$ cat src/rtl/mqm_ram.sv
// ----------------------------------------------------------------------------
// mqm_ram
// Generic simple dual-port RAM: one write port, one read port, read data
// registered.
// ----------------------------------------------------------------------------
`default_nettype none

module mqm_ram #(
  parameter int unsigned WIDTH = 8,
  parameter int unsigned DEPTH = 16
) (
  input  wire logic                                 clk_i,
  input  wire logic                                 we_i,
  input  wire logic [(DEPTH > 1 ? $clog2(DEPTH) : 1)-1:0] waddr_i,
  input  wire logic [WIDTH-1:0]                     wdata_i,
  input  wire logic [(DEPTH > 1 ? $clog2(DEPTH) : 1)-1:0] raddr_i,
  output logic      [WIDTH-1:0]                     rdata_o
);

  logic [WIDTH-1:0] mem_q [DEPTH];
  logic [WIDTH-1:0] rdata_q;

  always_ff @(posedge clk_i) begin
    if (we_i) begin
      mem_q[waddr_i] <= wdata_i;
    end
    rdata_q <= mem_q[raddr_i];
  end

  assign rdata_o = rdata_q;

endmodule

`default_nettype wire

$ cat config.mk
export PLATFORM = sky130hd
export DESIGN_NAME = mqm_ram
export DESIGN_NICKNAME = d
export VERILOG_FILES = /design/src/rtl/mqm_ram.sv
export SDC_FILE = /design/constraint.sdc
export NUM_CORES = 1
export LEC_CHECK = 0
export ABC_AREA = 1
export ABC_CLOCK_PERIOD_IN_PS = 2900
export BUFFER_PORTS_ARGS = -buffer_cell sky130_fd_sc_hd__buf_4
export CAP_MARGIN = 30
export CORE_AREA = 2 2 111 113
export DETAILED_ROUTE_END_ITERATION = 10
export DIE_AREA = 0 0 113 115
export GPL_TIMING_DRIVEN = 0
export PLACE_DENSITY = 0.76
export REMOVE_ABC_BUFFERS = 1
export SLEW_MARGIN = 10
export SYNTH_ARGS = -nofsm -noshare
export SYNTH_HDL_FRONTEND = slang
export SYNTH_SLANG_ARGS = --single-unit
$ cat constraint.sdc
create_clock -name clk_i -period 2.9 [get_ports clk_i]
set_input_delay 0.58 -clock clk_i [delete_from_list [all_inputs] [get_ports clk_i]]
set_output_delay 0.58 -clock clk_i [all_outputs]
set_load 0.03 [all_outputs]
; ---- Yosys cells after proc, flatten, opt, wreduce, memory -nomap -nowiden
; Memories as Yosys holds them, arrays and structs flattened. A register that Yosys moved wholly into a read port is not among the register bits.
; Cells that the tools add are included.
[totals]
output_inout_bits = 8
input_bits = 18
wordCells = 3
regBits = 0
memories = 1
mem_bits_rw = 128
[op_classes]
muxes = 2
[memory_table]
columns = memory, depth, width, read_ports, rd_clocked_by_memory_dff, wr, line
row1 = mem_q, 16, 8, 1, 1, 1, 20  ; logic [WIDTH-1:0] mem_q [DEPTH];
[ops]
columns = cell, count
row1 = 1-bit two-way mux, 2

; ---- Longest topological paths before layout
; Gate-level depths: netlist (run 1).
[logic_depth]
depth_word = 2
depth_mapped = 8
depth_no_buf = 7

; ---- Worst setup path before layout (run 1)
; OpenSTA, ideal clock, no wires.
[synth_path]
path_type = input-to-reg
startpoint = input waddr_i[2] (netlist bit)
endpoint = memory mem_q[10][0] (enable)
stages = 2
t_arrival_ns = 1.161
path_buffers = 0
path_slack_ns = 1.369
setup_ns = 0.370
required_ns = 2.530
path_cell_list = nand3b_1 nor2_1
[synth_lines]
columns = element, line
row1 = "start, declared", 14  ; input wire logic [(DEPTH > 1 ? $clog2(DEPTH) : 1)-1:0] waddr_i,
row2 = "end, declared", 20
; No word-level cell before the write port.

==> impl_results.md, run 1 <==
- Chip Width: 113 µm
- Maximum clock frequency: 0.486 GHz
- H-Tree Level Count: 4
- Switching share of total power: 21.6%
- Commonest non-fill, non-tap cells in the layout: nand2_1 (173), edfxtp_1 (128), inv_1 (100), nand3_1 (97), buf_4 (25)
- Overall die area: 13000 µm²
- Antenna diode count: 0
- Sequential fraction of design power: 48.0%
- Final HPWL from detailed placement: 7170 µm
- Master cell of the clock root buffer: clkbuf_16
- Pleak: 2.83 nW
- Hold path startpoint: wdata_i[1]
- Result of the run: completed
- Vias after detailed routing: 3745
- Critical Path End Type: flop
- Standard-cell rows: 40
- Cells after DPL: 700
- Synth Area in Simple Gates: 21.0%
- Final Slew Violations: 0
- CTS max path bufs: 2
- Clock skew after layout: between 0.006 and 0.007 ns
- Worst r2r src: mem_q[5][6]
- Pin count of the biggest net entering global routing: 66
- Share of post-route cells with drive strength above 1: 10.3%
- Clock sink total: 136
- Largest fanout on the critical path: 65
- Drt via density: 5.12
- Cts hold-fix bufs: 0
- Average instance area after synthesis: 10.5 µm²
- Setup WS post-layout: 0.844 ns
- Area Growth Syn to Fin: 14.2%
- P_int: about 3.6 mW
- Crit. Startpoint: raddr_i[0]
- Most frequent standard cell in the layout excluding fill and tap cells: nand2_1
- Wire length reported by the detailed router: 12100 µm
- Worst max-slew margin expressed relative to the limit: between 40% and 50%
- Area fraction in compound gates after synthesis: 0%
- Core region area: approximately 12000 µm²
- Via count of the first global-routing pass: 3680
- Final hold violation count: 0
- Number of buffers added by the clock tree synthesis step: 17
- Maximum single-stage delay on the critical path: 0.55 ns
- DR pass1 iterations: 8
- Post-CTS setup buffer count: 0
- Initial core utilization: about half
- Endpoint arrival time on the critical path: 2.40 ns
- Antenna violations before repair: 0
- Number of top-level pins: 26
- Total power consumption of the routed design: 4.60 mW
- Hold Crit Class: input port to flop
- Met2 usage in global routing: 32.8%
- Multi-input combinational cell area: 1210 µm²
- Count of max-cap constraint violations: 0
- Residual antenna-violating net count after detailed routing: 0
- Number of warnings printed during yosys synthesis: 0
- Worst path top cell family by delay: buffers and inverters
- Adder-cell share of the synthesized area: 0%
- Cell breakdown of the critical path: buf_4 > inv_2 > buf_12 > nand2_1 > nand3_1 > nand3_1 > nand3_1 > nand2_1
- Ratio of total power to cell area: 699 nW/µm²
- Met3 usage: 4.80%
- Number of design-rule violations left by the first detailed-router iteration: about 470
- Share of power burned in the clock network: 45.7%
- Share of total power in combinational logic: under 10%
- TritonCTS clock tree: built
- Post-synthesis mux area share: 0%
- Global-route total usage across every layer: a little under 20%
- Count of distinct cell types in the synthesized netlist: 12
- Number of remaining DRC errors: 0
- Post-cts resize count: 0
- Critical path's slowest cell: buf_4
- Share of the synthesized netlist area taken by xor and xnor gates: 0%
- Slew at the pin closest to its max-slew limit: about 0.87 ns
- Main combinational cell family by area after synthesis: simple AND/OR/NAND/NOR gates
- Register bit count reported by yosys: 136
- Met1 capacity usage during global routing: about a quarter
- Required time of the critical path: about 3.3 ns
- Routed wire per std cell: 16.5 µm
- Clock slew at the register clock pins of the worst setup and hold paths: 0.06 ns
- Layout fillers: 907
- Crit start category: input port
- Final Cycle Share: 70.9%
- Final weighted congestion in routability-driven placement: slightly above 0.8
- Most frequent cell on the critical path: nand3_1
- Final setup violating endpoints: 0
- Sum of negative setup slack: 0 ns
- IO buf count: 25
- Worst path buffer plus inverter count: 3
- Unrepaired setup endpoints after global routing: no
- Min cycle time layout: 2.06 ns
- Non-filler instance count after layout: 732
- Number of nets in the final layout: 590
- Netlist area before placement: 5770 µm²
- Cell count after synthesis: 551
- Worst slack at placement: 0.457 ns
- Global-route wire length before repair: approximately 19000 µm
- P_sw: 993 µW
- Die height: 115 µm
- Residual overflow from global routing: 0
- Sequential element share of the synthesized area: 69.4%
- Clock latency on the worst-skew pair: around 0.41 ns
- Busiest layer in global routing: met2
- Maximum ir drop on the vdd rail: 500 µV
- Register cell area after layout: 4000 µm²
- Worst setup path class: input port to flop
metrics by stage:
step                hold slack [ns]  utilization (%)  area [µm²]
floorplan                     0.607                -        5600
global placement              0.648             50.6        5970
detailed placement            0.650             50.7        5990
CTS                           0.488             55.7        6580
global route                  0.503             55.7        6580
finish                        0.495             55.7        6580
final cells by class:
type,count,area share (%)
flip-flops and latches,136,60.8
multi-input cells,289,18.4
clock buffers,20,7.09
inverters,102,5.82
repair buffers,26,3.15
well taps,147,2.79
clock inverters,12,1.90
cell usage after synthesis:
| cell | n | area share [%] |
|---|---|---|
| dfxtp_1 | 8 | 2.8 |
| inv_2 | 2 | 0.13 |
| buf_4 | 4 | 0.52 |
| nor2_1 | 17 | 1.1 |
| buf_2 | 13 | 1.1 |
| buf_1 | 1 | 0.065 |
| nand3b_1 | 2 | 0.26 |
| inv_1 | 100 | 6.5 |
| edfxtp_1 | 128 | 67 |
| buf_6 | 6 | 1.2 |
| nand3_1 | 97 | 8.4 |
| nand2_1 | 173 | 11 |
routing by layer:
metal | routed length (µm) | share of wire, %
met1 | 5090 | 42
met2 | 5980 | 49
met3 | 727 | 6.0
met4 | 301 | 2.5
met5 | 0 | 0
path summary, 6_finish.rpt:
path                      end  slack (ns)  cells past startpoint
setup / recovery   rdata_o[6]        0.84                      8
hold / removal    mem_q[5][1]        0.50                      1
setup reg to reg   rdata_o[6]        1.79                      6
hold reg to reg    rdata_o[0]        0.66                      6
power groups by stage:
stage | sequential [mW] | combinational (mW) | clock [mW]
detailed placement | 2.25 | 0.288 | 0
finish | 2.21 | 0.291 | 2.10
CTS | 2.21 | 0.291 | 2.11
floorplan | 2.27 | 0.119 | 0
global placement | 2.25 | 0.276 | 0
global route | 2.21 | 0.319 | 2.22
registers in the layout, summed over array words and instances (netlist names):
name     count
mem_q      128
rdata_o      8
kinds of logic (layout without fill, tap and decap cells):
family / Yosys count / in the layout
simple gates: 289 / 289
flops: 136 / 136
buf+inv: 126 / 160
(Power assumes the default switching activity.)
==> run 2, diff against run 1 <==
--- a/config.mk
+++ b/config.mk
@@ -6,14 +6,14 @@
 export NUM_CORES = 1
 export LEC_CHECK = 0
 export ABC_AREA = 1
-export ABC_CLOCK_PERIOD_IN_PS = 2900
+export ABC_CLOCK_PERIOD_IN_PS = 1750
 export BUFFER_PORTS_ARGS = -buffer_cell sky130_fd_sc_hd__buf_4
 export CAP_MARGIN = 30
 export CORE_AREA = 2 2 111 113
 export DETAILED_ROUTE_END_ITERATION = 10
 export DIE_AREA = 0 0 113 115
 export GPL_TIMING_DRIVEN = 0
-export PLACE_DENSITY = 0.76
+export PLACE_DENSITY = 0.78
 export REMOVE_ABC_BUFFERS = 1
 export SLEW_MARGIN = 10
 export SYNTH_ARGS = -nofsm -noshare
==> constraint.sdc (replaced) <==
create_clock -name clk_i -period 1.75 [get_ports clk_i]
set_input_delay 0.35 -clock clk_i [delete_from_list [all_inputs] [get_ports clk_i]]
set_output_delay 0.35 -clock clk_i [all_outputs]
set_load 0.03 [all_outputs]
==> impl_results.md, run 2 (synthesis results as in run 1) <==
- H-Tree Level Count: 4 (unchanged)
- Most frequent cell on the critical path: nand2_1
- Routed wire per std cell: 16.0 µm (-3.4%)
- DR pass1 iterations: 5 (-3)
- Post-route standard cell area excluding fillers: 6630 µm² (+0.76%)
- Maximum single-stage delay on the critical path: 0.38 ns (-0.17 ns)
- Flip-flop count of the largest register after layout: 128 (unchanged)
- TritonCTS clock tree: built
- Commonest non-fill, non-tap cells in the layout: nand2_1 (173), edfxtp_1 (128), inv_1 (100), nand3_1 (97), buf_4 (24)
- Cts hold-fix bufs: 0 (unchanged)
- Endpoint arrival time on the critical path: 1.80 ns (-0.60 ns)
- Global-route wire length before repair: 18400 µm (-4.1%)
- Final Slew Violations: 0 (unchanged)
- Cell breakdown of the critical path: buf_6 > inv_4 > buf_16 > nand2_1 > nand2_1 > nand2_1 > nand3_1 > nand3_1 > nand2_1
- Clock latency on the worst-skew pair: 0.41 ns (about the same)
- Final hold violation count: 0 (unchanged)
- Hold Crit Class: input port to flop
- Residual overflow from global routing: 0 (unchanged)
- Pleak: 2.84 nW (+0.36%)
- Number of remaining DRC errors: 0 (unchanged)
- Residual antenna-violating net count after detailed routing: 0 (unchanged)
- Number of design-rule violations left by the first detailed-router iteration: 400 (-15%)
- Cells after DPL: 700 (unchanged)
- Master cell of the clock root buffer: clkbuf_16
- Ratio of total power to cell area: 1180 nW/µm² (+69%)
- Clock slew at the register clock pins of the worst setup and hold paths: 0.06 ns (about the same)
- Crit start category: input port
- Vias after detailed routing: 3832 (+2.3%)
- Setup WS post-layout: 0.231 ns (-0.612 ns)
- Final Cycle Share: 86.8%
- Via count of the first global-routing pass: 3825 (+3.9%)
- Largest register by flop count: mem_q
- Worst max-slew margin expressed relative to the limit: 35.1% (-6.8 points)
- CTS max path bufs: 2 (unchanged)
- Overall die area: 13000 µm² (unchanged)
- Clock skew after layout: 0.00757 ns (+0.000873 ns)
- Slew at the pin closest to its max-slew limit: 0.969 ns (+0.102 ns)
- Total power consumption of the routed design: 7.85 mW (+71%)
- Unrepaired setup endpoints after global routing: no
- Largest fanout on the critical path: 65 (unchanged)
- Antenna diode count: 0 (unchanged)
- Wire length reported by the detailed router: 11700 µm (-3.4%)
- Number of buffers added by the clock tree synthesis step: 17 (unchanged)
- Worst setup path class: input port to flop
- Critical path's slowest cell: buf_6
- Worst slack at placement: -0.535 ns (-0.992 ns)
- Chip Width: 113 µm (unchanged)
- Initial core utilization: 48.8% (unchanged)
- Most frequent standard cell in the layout excluding fill and tap cells: nand2_1
- Non-filler instance count after layout: 732 (unchanged)
- Pin count of the biggest net entering global routing: 66 (unchanged)
- Maximum clock frequency: about 0.66 GHz
- Layout fillers: 900 (-0.77%)
- Final HPWL from detailed placement: 6770 µm (-5.6%)
- Global-route total usage across every layer: 18.9% (-0.90 points)
- Result of the run: completed
- Core region area: 11800 µm² (unchanged)
- Area Growth Syn to Fin: 15.0%
- Die height: 115 µm (unchanged)
- Number of top-level pins: 26 (unchanged)
- Antenna violations before repair: 0 (unchanged)
- Number of nets in the final layout: 590 (unchanged)
- Share of post-route cells with drive strength above 1: 10.1% (-0.17 points)
- Count of max-cap constraint violations: 0 (unchanged)
- Final setup violating endpoints: 0 (unchanged)
- Maximum ir drop on the vdd rail: 610 µV (+22%)
- Final weighted congestion in routability-driven placement: 0.774 (-6.0%)
- Drt via density: 5.23 (+2.3%)
- Min cycle time layout: 1.52 ns
- IO buf count: 25 (unchanged)
- Clock sink total: 136 (unchanged)
- Critical Path End Type: flop
- Final Util: 56.2% (+0.42 points)
- Required time of the critical path: 2.03 ns (-1.22 ns)
- Dpl cell area: 6000 µm² (+0.13%)
- Standard-cell rows: 40 (unchanged)
[run 2: report_power, final]
part | internal [mW] | leakage, nW | switching (mW)
Clock | 2.39 | 0.293 | 1.33
Sequential | 3.64 | 1.22 | 0.0193
Combinational | 0.143 | 1.33 | 0.332
[run 2: path summary, 6_finish.rpt]
path                              startpoint  cells past startpoint          end  slack (ns)
worst min register to register  mem_q[10][3]                      6   rdata_o[3]        0.67
worst max register to register   mem_q[5][6]                      6   rdata_o[6]        0.73
worst min-delay path              wdata_i[6]                      1  mem_q[6][6]        0.26
worst max-delay path              raddr_i[0]                      9   rdata_o[6]        0.23
[run 2: repair_timing]
item	CTS	global route
hold endpoints to repair	0	0
endpoints found under the setup margin	4	3
gates resized for setup	1	2
setup buffers	0	0
pin swaps	0	0
[run 2: worst max-delay path: cells and delay by family]
kind	cells	cell delay, ns
AND/OR/NAND/NOR	6	0.47
buffers and inverters	3	0.91
[run 2: per-layer routing]
metal  global-route usage, %  routed length [µm]
met3                    3.90                1170
met2                    31.6                5830
met4                    10.2                 304
met5                       0                   0
met1                    23.4                4370
[run 2: through the flow]
step / hold slack, ns / TNS [ns]
after floorplan: 0.449 / 0
after global placement: 0.654 / -3.89
after detailed placement: 0.662 / -5.74
after CTS: 0.250 / 0
after global routing: 0.264 / 0
final: 0.256 / 0
[run 2: area by class of cell]
| cell class | count | area, µm² | share of cell area [%] |
|---|---|---|---|
| clock buffer | 17 | 425 | 6.41 |
| clock inverter | 15 | 203 | 3.06 |
| inverter | 102 | 385 | 5.81 |
| multi-input combinational | 289 | 1210 | 18.3 |
| sequential | 136 | 4000 | 60.4 |
| tap | 147 | 184 | 2.77 |
| timing repair buffer | 26 | 219 | 3.30 |
