**src/rtl/mqm_pkg.sv**
```systemverilog
// ----------------------------------------------------------------------------
// mqm_pkg
// Shared types and codes of the multi-queue mailbox: request actions, result
// status codes, sequencer states and the result record.
// ----------------------------------------------------------------------------
`default_nettype none

package mqm_pkg;

  localparam int unsigned QID_W        = 8;
  localparam int unsigned IN_HANDLE_W  = 16;
  localparam int unsigned OUT_HANDLE_W = 16;

  typedef enum logic [1:0] {
    ACT_SEND  = 2'd0,
    ACT_RECV  = 2'd1,
    ACT_PURGE = 2'd2
  } action_e;

  typedef enum logic [2:0] {
    ST_OK    = 3'd0,
    ST_BADQ  = 3'd1,
    ST_NULL  = 3'd2,
    ST_EMPTY = 3'd3,
    ST_FULL  = 3'd4
  } status_e;

  typedef enum logic [3:0] {
    S_IDLE,
    S_SEND,
    S_LINK,
    S_RECV_HEAD,
    S_RECV_POP,
    S_PQ_LOAD,
    S_P_RD,
    S_P_EVAL,
    S_P_FREE
  } state_e;

  typedef struct packed {
    status_e                  status;
    logic [OUT_HANDLE_W-1:0]  handle;
  } result_t;

endpackage

`default_nettype wire

```
**src/rtl/mqm_outq.sv**
```systemverilog
// ----------------------------------------------------------------------------
// mqm_outq
// Result stage: a holding register behind the sequencer and the output
// register of the result stream, so a new request can start while a result
// waits to be taken.
// ----------------------------------------------------------------------------
`default_nettype none

module mqm_outq (
  input  wire logic              clk_i,
  input  wire logic              rst_ni,
  input  wire logic              push_i,
  input  wire mqm_pkg::result_t  res_i,
  output logic                   room_o,
  output logic                   m_valid_o,
  input  wire logic              m_ready_i,
  output mqm_pkg::result_t       m_res_o
);

  logic             pend_v_q, pend_v_d;
  mqm_pkg::result_t pend_q, pend_d;
  logic             out_v_q, out_v_d;
  mqm_pkg::result_t out_q, out_d;
  logic             move;

  assign move   = pend_v_q && (!out_v_q || m_ready_i);
  assign room_o = !pend_v_q || move;

  always_comb begin
    pend_v_d = pend_v_q;
    pend_d   = pend_q;
    out_v_d  = out_v_q;
    out_d    = out_q;
    if (move) begin
      out_v_d  = 1'b1;
      out_d    = pend_q;
      pend_v_d = 1'b0;
    end else if (m_ready_i) begin
      out_v_d = 1'b0;
    end
    if (push_i) begin
      pend_v_d = 1'b1;
      pend_d   = res_i;
    end
  end

  always_ff @(posedge clk_i or negedge rst_ni) begin
    if (!rst_ni) begin
      pend_v_q <= 1'b0;
      out_v_q  <= 1'b0;
    end else begin
      pend_v_q <= pend_v_d;
      out_v_q  <= out_v_d;
    end
  end

  always_ff @(posedge clk_i) begin
    pend_q <= pend_d;
    out_q  <= out_d;
  end

  assign m_valid_o = out_v_q;
  assign m_res_o   = out_q;

endmodule

`default_nettype wire

```
**config.mk**
```make
export PLATFORM = sky130hd
export DESIGN_NAME = mqm_outq
export DESIGN_NICKNAME = d
export VERILOG_FILES = /design/src/rtl/mqm_pkg.sv /design/src/rtl/mqm_outq.sv
export SDC_FILE = /design/constraint.sdc
export NUM_CORES = 1
export LEC_CHECK = 0
export ABC_AREA = 1
export BUFFER_PORTS_ARGS = -buffer_cell sky130_fd_sc_hd__buf_2
export CAP_MARGIN = 0
export CORE_AREA = 3 3 56 58
export CTS_BUF_LIST = sky130_fd_sc_hd__clkbuf_16
export DETAILED_ROUTE_END_ITERATION = 8
export DIE_AREA = 0 0 59 61
export GPL_ROUTABILITY_DRIVEN = 0
export PLACE_DENSITY = 0.73
export RECOVER_POWER = 25
export SETUP_SLACK_MARGIN = 0.5
export SLEW_MARGIN = 20
export SYNTH_ARGS = -nofsm -noshare
export SYNTH_HDL_FRONTEND = slang
export SYNTH_SLANG_ARGS = --single-unit
export TNS_END_PERCENT = 5
```
**constraint.sdc**
```tcl
create_clock -name clk_i -period 2.1 [get_ports clk_i]
set_input_delay 0.315 -clock clk_i [delete_from_list [all_inputs] [get_ports clk_i]]
set_output_delay 0.315 -clock clk_i [all_outputs]
set_load 0.02 [all_outputs]
```
# [Yosys cells after proc, flatten, opt, wreduce, memory -nomap -nowiden]
# Index checks and enable logic that the tools add are counted.
[totals] out_inout_bits=21 regBits=40 elab_cells=17 in_bits=23
[op_classes] n_mux=4 reduce_logical=7
[ops] op="1-bit two-way mux" count=4
[ops] op="2-bit nonzero test" count=2
[ops] op="1-bit logical NOT" count=2
[ops] op="1-bit logical OR" count=2
[ops] op="1-bit logical AND" count=1

# [Longest topological paths before layout]
# Gate-level depths: netlist (run 1).
[depth] word_depth=5 mapped_depth=3 mapped_depth_nobuf=3

# [Worst setup path after synthesis (run 1)]
# No wires, ideal clock.
[synth_path] path_type="flip-flop to flip-flop" start="register out_v_q, in the netlist m_valid_o" end="register out_q (netlist bit m_res_o[0]), enable pin" setup_time_ps=401 path_stages_with_launch=2 synth_period_minus_slack_ps=1898 path_buffers=0 slack_ps=202 required_ps=1699 arrival_time_ps=1497 path_cell_list="dfrtp_1 -> a21oi_1"
[synth_between] elab_chain_cells=3
[synth_lines] element="start, declared" line_no="mqm_outq.sv:22" text="logic out_v_q, out_v_d;"
[synth_lines] element="start signal, assigned" line_no="mqm_outq.sv:53" text="out_v_q <= out_v_d;"
[synth_lines] element="1-bit logical NOT" line_no="mqm_outq.sv:26" text="assign move = pend_v_q && (!out_v_q || m_ready_i);"
[synth_lines] element="1-bit logical OR" line_no="mqm_outq.sv:26"
[synth_lines] element="1-bit logical AND" line_no="mqm_outq.sv:26"
[synth_lines] element="via move" line_no="mqm_outq.sv:24" text="logic move;"
[synth_lines] element="end signal, assigned" line_no="mqm_outq.sv:59" text="out_q <= out_d;"
[synth_lines] element="end, declared" line_no="mqm_outq.sv:23" text="mqm_pkg::result_t out_q, out_d;"
# The timed path passes the listed nets, and every way through them passes these cells.
# A chain may end at the register's enable or synchronous reset.

# [Worst setup path after layout (run 1)]
[layout_path] start="register out_v_q, in the netlist m_valid_o" end="output room_o"
[layout_between] elab_chain_cells=4
[layout_lines] element="1-bit logical NOT" line_no="mqm_outq.sv:26"
[layout_lines] element="1-bit logical OR" line_no="mqm_outq.sv:26"
[layout_lines] element="1-bit logical AND" line_no="mqm_outq.sv:26"
[layout_lines] element="1-bit logical OR" line_no="mqm_outq.sv:27" text="assign room_o = !pend_v_q || move;"
[layout_lines] element="end, declared" line_no="mqm_outq.sv:14" text="output logic room_o,"
# No other way between the ends.

==> results.sh, run 1 <==
export IMPL_hpwlAfterDp_microns=1300
export IMPL_synth_top_area_share_pct=92.7
export IMPL_synth_area_leader_cell="edfxtp_1"
export IMPL_first_iter_violations=19
export IMPL_cts_root_buf="clkbuf_16"
export IMPL_ioPinCount=44
export IMPL_synthesis_area_sq_mm=0.00123
export IMPL_required_ps=1780
export IMPL_fp_dieW_microns=59
export IMPL_worst_ep_arrival_time_ps=960
export IMPL_area_growth_pct=33.6
export IMPL_finalHoldViolCount=0
export IMPL_wl_met2_microns=838
export IMPL_leakage_nw=0.662
export IMPL_max_cap_viol_count=0
export IMPL_grt_pass1_vias=572
export IMPL_synth_area_leaders="edfxtp_1, dfrtp_1, nand3_2, inv_1, nand2_1"
export IMPL_wl_met3_microns=230
export IMPL_slew_headroom_pct=71.1
export IMPL_top_layer="met4"
export IMPL_final_common_cell="buf_2"
export IMPL_cp_cell_sequence="nand3_2, buf_2"
export IMPL_m1WireLength_microns=659
export IMPL_finalNonFillerCells=132
export IMPL_numPlacedInstances=123
export IMPL_fin_setup_tns_ps=0
export IMPL_firstDrtPassIters=4
export IMPL_dieArea_sq_mm=0.00360
export IMPL_grt_pass1_wl_microns=2520
export IMPL_cts_buffers=5
export IMPL_postLayoutCoreUtil_pct=60.7
export IMPL_clkLatencyLatePin_ps=270
export IMPL_synthCells=48
export IMPL_postCtsSetupBuffers=0
export IMPL_placed_area_sq_mm=0.00150
export IMPL_drc=0
export IMPL_yosysWarnings=0
export IMPL_wl_per_cell_microns=13.4
export IMPL_cts_sinks=40
export IMPL_tightest_slew_ps=433
export IMPL_crit_path_start_kind="register"
export IMPL_max_freq_mhz=786
export IMPL_mostFrequentLayoutCells="buf_2, edfxtp_1, clkbuf_16"
export IMPL_slowest_stage="dfrtp_1"
export IMPL_outcome="completed"
export IMPL_grt_use_total_pct=10.6
export IMPL_grt_max_degree=21
export IMPL_critPathKind="reg -> out"
export IMPL_setup_viol=0
export IMPL_ctsResizeCount=0
export IMPL_initial_core_util_pct=45.4
export IMPL_drv_slew=0
export IMPL_detail_route_antenna_nets=0
export IMPL_pre_cts_ws_ps=946
export IMPL_fin_crit_sh_pct=60.6
export IMPL_final_setup_skew_ps=2.19
export IMPL_cts_tree="done"
export IMPL_ys_types=8
export IMPL_dr_total_vias=621
export IMPL_rows=19
export IMPL_coreArea_sq_mm=0.00271
export IMPL_slowest_delay_ps=420
export IMPL_ys_ff_latch=40
export IMPL_routed_wl_microns=1760
export IMPL_total_power_mw=1.78
export IMPL_htree_num_levels=2
export IMPL_nets=123
export IMPL_seq_area_frac_synth_pct=96.7
export IMPL_min_path_type="in -> reg"
export IMPL_endpoint_kind="primary output"
export IMPL_fill_cells=203
export IMPL_rsz0062_at_grt="false"
export IMPL_fin_area_sq_mm=0.00165
export IMPL_clk_pin_slew_worst_paths_ps=50
export IMPL_synth_avg_cell_area_sq_um=25.6
export IMPL_grt_overflow_total=0
export IMPL_path_max_fanout=4
export IMPL_drive_gt1_share_pct=52.5
export IMPL_antenna_found_initial=0
export IMPL_timing_hold_ws_ps=215
export IMPL_port_buffers=43
export IMPL_syn_nets=71
export IMPL_clockBufferDepth=2
export IMPL_vdd_drop_max_mv=1.05
export IMPL_power_density_mw_per_mm2=1080
export IMPL_num_antenna_cells=0
export IMPL_final_setup_worst_slack_ps=827
export IMPL_min_period_ps=1270
export IMPL_die_y_microns=61
export IMPL_vias_per_cell=4.70
kinds of logic (layout without fill, tap and decap cells):
kind of cell    after synthesis  count (layout)  share of synthesized area [%]
compound gates                1               1                          0.406
buf+inv                       3              56                          0.915
flops                        40              40                           96.7
simple gates                  4               4                           1.93
flip-flops by register name (all words and copies together), names as in the netlist:
register   flops
m_res_o       19
m_valid_o      1
pend_q        19
pend_v_q       1
final timing paths:
path	startpoint	to	slack, ps	cells past startpoint
max reg2reg	m_valid_o	m_res_o[6]	950	2
min reg2reg	pend_q[9]	m_res_o[9]	420	0
max	m_valid_o	room_o	830	2
min in group asynchronous	rst_ni	pend_v_q	360	2
min	res_i[17]	pend_q[17]	210	1
max in group asynchronous	rst_ni	m_valid_o	1620	2
layout make-up:
| type | instances | area [sq um] | area share [%] |
|---|---|---|---|
| clock buffer | 5 | 125 | 7.60 |
| clock inverter | 3 | 15.0 | 0.913 |
| inverter | 3 | 11.3 | 0.684 |
| multi-input combinational | 5 | 32.5 | 1.98 |
| sequential | 40 | 1190 | 72.4 |
| tap | 31 | 38.8 | 2.36 |
| timing repair buffer | 45 | 231 | 14.1 |
synthesized netlist by cell type (all sizes together):
cell type,instances
a21oi,1
dfrtp,2
edfxtp,38
inv,3
nand2,3
nand3,1
critical path, delay by kind of cell (launching register included):
family / cells / cell delay [ps]
buf+inv: 1 / 160
flops: 1 / 420
simple gates: 1 / 110
where the power goes:
part / switching (mW) / internal, mW / leakage, nW
Sequential: 0.0173 / 0.951 / 0.390
Clock: 0.256 / 0.430 / 0.0687
Combinational: 0.0814 / 0.0417 / 0.204
per-layer routing:
| metal | track usage, % | vias to the layer above |
|---|---|---|
| li1 | - | 288 |
| met1 | 12.0 | 291 |
| met2 | 15.8 | 37 |
| met3 | 6.17 | 5 |
| met4 | 5.83 | 0 |
| met5 | 0 | - |
repair_timing:
action / in CTS / in global routing
hold buffers: 1 / 0
endpoints found under the setup margin: 0 / 0
hold endpoints to repair: 2 / 0
Note: power is estimated with default switching activity, not from simulation.
==> run 2: changes to the inputs <==
--- a/config.mk
+++ b/config.mk
@@ -5,15 +5,15 @@
 export SDC_FILE = /design/constraint.sdc
 export NUM_CORES = 1
 export LEC_CHECK = 0
-export ABC_AREA = 1
+export ABC_AREA = 0
 export BUFFER_PORTS_ARGS = -buffer_cell sky130_fd_sc_hd__buf_2
 export CAP_MARGIN = 0
-export CORE_AREA = 3 3 56 58
+export CORE_AREA = 3 3 59 61
 export CTS_BUF_LIST = sky130_fd_sc_hd__clkbuf_16
 export DETAILED_ROUTE_END_ITERATION = 8
-export DIE_AREA = 0 0 59 61
+export DIE_AREA = 0 0 62 64
 export GPL_ROUTABILITY_DRIVEN = 0
-export PLACE_DENSITY = 0.73
+export PLACE_DENSITY = 0.69
 export RECOVER_POWER = 25
 export SETUP_SLACK_MARGIN = 0.5
 export SLEW_MARGIN = 20
==> constraint.sdc (replaced) <==
create_clock -name clk_i -period 1.09 [get_ports clk_i]
set_input_delay 0.1635 -clock clk_i [delete_from_list [all_inputs] [get_ports clk_i]]
set_output_delay 0.1635 -clock clk_i [all_outputs]
set_load 0.02 [all_outputs]
==> run 2 against run 1 <==
  * The run now ends with setup timing left
  * Die area is 10% higher
  * Cell area rose by 14%
  * Global-route usage rose by 0.25 points
  * Critical endpoint unchanged
  * Largest power group unchanged
  * Highest routed layer unchanged
==> results.sh, run 2 <==
export IMPL_cts_sinks=40
export IMPL_tightest_slew_ps=237
export IMPL_power_density_mw_per_mm2=2020
export IMPL_max_cap_viol_count=0
export IMPL_synth_area_leaders="edfxtp_1, dfrtp_1, nand2b_1, a21o_1, and2_1"
export IMPL_dieArea_sq_mm=0.00397
export IMPL_htree_num_levels=2
export IMPL_vias_per_cell=4.16
export IMPL_synthCells=46
export IMPL_firstDrtPassIters=4
export IMPL_first_iter_violations=21
export IMPL_crit_path_start_kind="register"
export IMPL_clockBufferDepth=2
export IMPL_mostFrequentLayoutCells="edfxtp_1, buf_6, buf_2"
export IMPL_setup_viol=21
export IMPL_coreArea_sq_mm=0.00303
export IMPL_pre_cts_ws_ps=-11.0
export IMPL_detail_route_antenna_nets=0
export IMPL_grt_pass1_vias=617
export IMPL_drv_slew=0
export IMPL_synth_top_area_share_pct=93.0
export IMPL_cts_root_buf="clkbuf_16"
export IMPL_area_growth_pct=53.1
export IMPL_seq_area_frac_synth_pct=97.0
export IMPL_grt_pass1_wl_microns=2840
export IMPL_clkLatencyLatePin_ps=280
export IMPL_ys_ff_latch=40
export IMPL_yosysWarnings=0
export IMPL_rsz0062_at_grt="true"
export IMPL_outcome="finished with violations"
export IMPL_clk_pin_slew_worst_paths_ps=60
export IMPL_required_ps=930
export IMPL_cp_cell_sequence="buf_6, nor2b_4, nand2_2, buf_6"
export IMPL_rows=20
export IMPL_drc=0
export IMPL_synth_most_common_cell="edfxtp_1"
export IMPL_synthTopCellsByCount="edfxtp_1, dfrtp_1, nand2b_1"
export IMPL_min_period_ps=1250
export IMPL_finalHoldViolCount=0
export IMPL_final_common_cell="edfxtp_1"
export IMPL_dr_total_vias=620
export IMPL_min_path_type="in -> reg"
export IMPL_cts_tree="done"
export IMPL_path_max_fanout=2
export IMPL_final_setup_skew_ps=4.82
export IMPL_synth_ff_type="edfxtp_1"
export IMPL_nets=127
export IMPL_antenna_found_initial=0
export IMPL_max_freq_mhz=799
export IMPL_ioPinCount=44
export IMPL_async_flop_share_pct=5.00
export IMPL_drive_gt1_share_pct=56.2
export IMPL_slowest_delay_ps=400
export IMPL_wl_per_cell_microns=13.0
export IMPL_critPathKind="reg -> out"
export IMPL_fin_crit_sh_pct=115
export IMPL_die_y_microns=64
export IMPL_grt_max_degree=21
export IMPL_worst_path_most_repeated_cell="buf_6"
export IMPL_worst_ep_arrival_time_ps=1090
export IMPL_slowest_stage="dfrtp_2"
export IMPL_synthesis_area_sq_mm=0.00123
export IMPL_final_setup_worst_slack_ps=-161
export IMPL_vdd_drop_max_mv=1.20
export IMPL_hpwlAfterDp_microns=1160
export IMPL_synth_area_leader_cell="edfxtp_1"
export IMPL_routed_wl_microns=1940
export IMPL_violations="setup timing"
export IMPL_grt_use_total_pct=10.8
export IMPL_endpoint_kind="primary output"
export IMPL_ys_types=7
export IMPL_initial_core_util_pct=40.5
export IMPL_total_power_mw=3.79
export IMPL_leakage_nw=0.745
export IMPL_slew_headroom_pct=84.2
export IMPL_cts_buffers=5
export IMPL_fp_dieW_microns=62
export IMPL_syn_nets=69
export IMPL_synth_edf_count=38
export IMPL_port_buffers=43
export IMPL_num_antenna_cells=0
export IMPL_grt_overflow_total=0
export IMPL_synth_avg_cell_area_sq_um=26.7
run 2: final timing paths:
| path | start | end | slack, ps | depth (start not counted) |
|---|---|---|---|---|
| worst max-delay path | m_valid_o | room_o | -160 | 4 |
| worst min-delay path | res_i[16] | pend_q[16] | 60 | 1 |
| worst max register to register | m_valid_o | m_res_o[6] | -120 | 3 |
| worst min register to register | pend_q[1] | m_res_o[1] | 420 | 0 |
| max in group asynchronous | rst_ni | m_valid_o | 740 | 2 |
| min in group asynchronous | rst_ni | m_valid_o | 200 | 2 |
run 2: kinds of logic (layout without fill, tap and decap cells):
logic type             Yosys count  count (layout)  share of synthesized area [%]
and+or+nand+nor                  5               7                           2.34
buffers and inverters            0              57                              0
DFF                             40              40                           97.0
AOI/OAI and AO/OA                1               1                          0.612
run 2: final cells by class:
type,instances,area [sq um]
clock buffers,5,125
fillers,212,1150
flip-flops and latches,40,1190
clock inverters,3,37.5
repair buffers,49,398
well taps,44,55.1
multi-input cells,8,71.3
run 2: worst max-delay path, delay by kind of cell (launching register included):
kind          cells  cell delay (ps)
simple gates      2              180
buf+inv           2              230
flops             1              400
run 2: metrics by stage:
step | instance area, sq um | std cells | hold slack (ps) | util, % | TNS, ps
floorplan | 1230 | 46 | -132 | - | -398
CTS | 1880 | 149 | 53.3 | 62.1 | -1600
global placement | 1520 | 135 | -52.7 | 50.1 | 0
global route | 1880 | 149 | 52.0 | 62.1 | -2340
detailed placement | 1520 | 135 | -46.9 | 50.1 | -195
finish | 1880 | 149 | 59.8 | 62.1 | -1690
run 2: per-layer routing:
layer	vias to the layer above	GRT usage [%]	routed length (microns)
li1	295	-	-
met1	279	12.0	785
met2	42	16.2	928
met3	4	6.06	198
met4	0	5.57	27
met5	-	0	0
run 2: timing repair:
item,CTS,global route
hold buffers,1,0
pin swaps,1,1
gates cloned,2,0
setup endpoints to repair,75,61
hold endpoints to repair,2,0
gates resized for setup,48,0
buffers inserted,3,0
run 2: power breakdown:
group	switching (mW)	internal, mW	total [mW]
Clock	0.503	1.06	1.56
Sequential	0.0442	1.83	1.88
Combinational	0.170	0.180	0.350
==> run 3: changes to the inputs <==
--- a/config.mk
+++ b/config.mk
@@ -8,12 +8,12 @@
 export ABC_AREA = 0
 export BUFFER_PORTS_ARGS = -buffer_cell sky130_fd_sc_hd__buf_2
 export CAP_MARGIN = 0
-export CORE_AREA = 3 3 59 61
+export CORE_AREA = 3 3 60 62
 export CTS_BUF_LIST = sky130_fd_sc_hd__clkbuf_16
 export DETAILED_ROUTE_END_ITERATION = 8
-export DIE_AREA = 0 0 62 64
+export DIE_AREA = 0 0 63 65
 export GPL_ROUTABILITY_DRIVEN = 0
-export PLACE_DENSITY = 0.69
+export PLACE_DENSITY = 0.67
 export RECOVER_POWER = 25
 export SETUP_SLACK_MARGIN = 0.5
 export SLEW_MARGIN = 20
==> run 3 against run 2 <==
  * The flow still finishes with violations (setup timing)
  * Utilization fell by 3.3 points
  * Wire length decreased by 10%
  * Clock power fell by 17%
  * Fmax up 10%
  * Sequential power barely moved
  * Critical path type unchanged
  * Largest cell class unchanged
  * Non-clock buffer count down 3
  * Setup slack gained 120 ps
==> results.sh, run 3 (synthesized netlist as in run 2, its figures left out) <==
export IMPL_nets=123
export IMPL_max_cap_viol_count=0
export IMPL_grt_pass1_wl_microns=2820
export IMPL_required_ps=930
export IMPL_setup_viol=1
export IMPL_timing_reg2reg_setup_slack_ps=10
export IMPL_vias_per_cell=4.09
export IMPL_rows=20
export IMPL_ioPinCount=44
export IMPL_vdd_drop_max_mv=1.15
export IMPL_coreArea_sq_mm=0.00308
export IMPL_initial_core_util_pct=39.9
export IMPL_timing_hold_ws_ps=66.0
export IMPL_final_setup_worst_slack_ps=-45.6
export IMPL_cts_tree="done"
export IMPL_htree_num_levels=2
export IMPL_min_period_ps=1140
export IMPL_antenna_found_initial=0
export IMPL_r2r_start="m_valid_o"
export IMPL_path_max_fanout=3
export IMPL_ff2ff_path_depth=2
export IMPL_numPlacedInstances=134
export IMPL_grt_max_degree=21
export IMPL_cts_sinks=40
export IMPL_worst_ep_arrival_time_ps=970
export IMPL_drc=0
export IMPL_dieArea_sq_mm=0.00410
export IMPL_r2r_end="m_res_o[17]"
export IMPL_finalHoldViolCount=0
export IMPL_min_path_cells=1
export IMPL_max_freq_mhz=881
export IMPL_grt_pass1_vias=644
export IMPL_dr_total_vias=593
export IMPL_leakage_nw=0.718
export IMPL_finalNonFillerCells=145
export IMPL_endpoint_kind="primary output"
export IMPL_final_common_cell="edfxtp_1"
export IMPL_clk_pin_slew_worst_paths_ps=50
export IMPL_fp_dieW_microns=63
export IMPL_fin_crit_sh_pct=104
export IMPL_detail_route_antenna_nets=0
export IMPL_firstDrtPassIters=4
export IMPL_first_iter_violations=8
export IMPL_power_density_mw_per_mm2=1930
export IMPL_min_path_type="in -> reg"
export IMPL_tightest_slew_ps=235
export IMPL_num_antenna_cells=0
export IMPL_outcome="finished with violations"
export IMPL_grt_overflow_total=0
export IMPL_total_power_mw=3.49
export IMPL_crit_path_start_kind="register"
export IMPL_hold_path_end="pend_q[8]"
export IMPL_drive_gt1_share_pct=53.5
export IMPL_drv_slew=0
export IMPL_cts_root_buf="clkbuf_16"
export IMPL_area_growth_pct=47.3
export IMPL_die_y_microns=65
export IMPL_hold_start="res_i[8]"
export IMPL_violations="setup timing"
export IMPL_routed_wl_microns=1740
export IMPL_mostFrequentLayoutCells="edfxtp_1, buf_2, buf_6"
export IMPL_clkLatencyLatePin_ps=270
export IMPL_critPathKind="reg -> out"
export IMPL_slew_headroom_pct=84.3
export IMPL_wl_per_cell_microns=12.0
export IMPL_grt_use_total_pct=9.46
export IMPL_rsz0062_at_grt="true"
export IMPL_clockBufferDepth=2
export IMPL_final_setup_skew_ps=3.44
export IMPL_cts_buffers=5
export IMPL_port_buffers=43
## run 3: cell types whose count changed in the layout (fill, tap and decap cells not counted), moves of 2 or more
cell and change:
buf_4 -2, buf_2 +2, buf_6 -2, and2_2 -2, inv_1 +2
## run 3: repair_timing
item                                   in CTS  in global routing
resized for setup                          44                  1
pin swaps                                   2                  0
setup endpoints to repair                  80                 61
endpoints found under the hold margin       2                  0
cloned                                      0                  1
hold buffers                                1                  0
buffers inserted                            1                  0
## run 3: metal layers
| layer | GRT usage (%) | share of wire [%] | vias to the layer above |
|---|---|---|---|
| met5 | 0 | 0 | - |
| met4 | 6.34 | 1.3 | 0 |
| met3 | 3.99 | 7.4 | 4 |
| met2 | 17.4 | 57 | 32 |
| met1 | 8.24 | 35 | 272 |
| li1 | - | - | 285 |
## run 3: how the worst max path moves through the flow
stage,from,to,slack (ps),cells after the start
4_1_cts,m_valid_o,room_o,-50,3
5_1_grt,m_valid_o,room_o,-70,3
3_3_place_gp,m_valid_o,m_res_o[15],10,2
2_1_floorplan,m_valid_o,m_res_o[0],-20,2
3_5_place_dp,m_valid_o,m_res_o[15],-30,2
6_report,m_valid_o,room_o,-50,3
## run 3: where the power goes
group | switching [mW] | internal [mW] | total, mW | leakage (nW)
sequential | 0.0440 | 1.83 | 1.88 | 0.389
clock | 0.474 | 0.820 | 1.29 | 0.0738
combinational | 0.158 | 0.162 | 0.320 | 0.255
total | 0.677 | 2.82 | 3.49 | 0.718
## run 3: cell type report
cell class	instances	area [sq um]
Fill cell	240	1270
Clock inverter	3	11.3
Multi-Input combinational cell	7	57.6
Tap cell	44	55.1
Timing Repair Buffer	46	367
Sequential cell	40	1190
Clock buffer	5	125
## run 3: stage by stage
stage | worst slack, ps | util [%] | area [sq um] | TNS [ps]
6_report | -45.6 | 58.7 | 1810 | -45.6
5_1_grt | -69.5 | 58.7 | 1810 | -390
4_1_cts | -50.9 | 58.5 | 1800 | -793
3_5_place_dp | -31.2 | 49.0 | 1510 | -570
3_3_place_gp | 9.93 | 49.0 | 1510 | 0
2_1_floorplan | -21.0 | - | 1230 | -398
## run 3: worst max-delay path, cell delays in order, from the launching register on
cell,delay [ps]
dfrtp_2,410
nor2b_4,130
nand2_2,50
buf_6,110
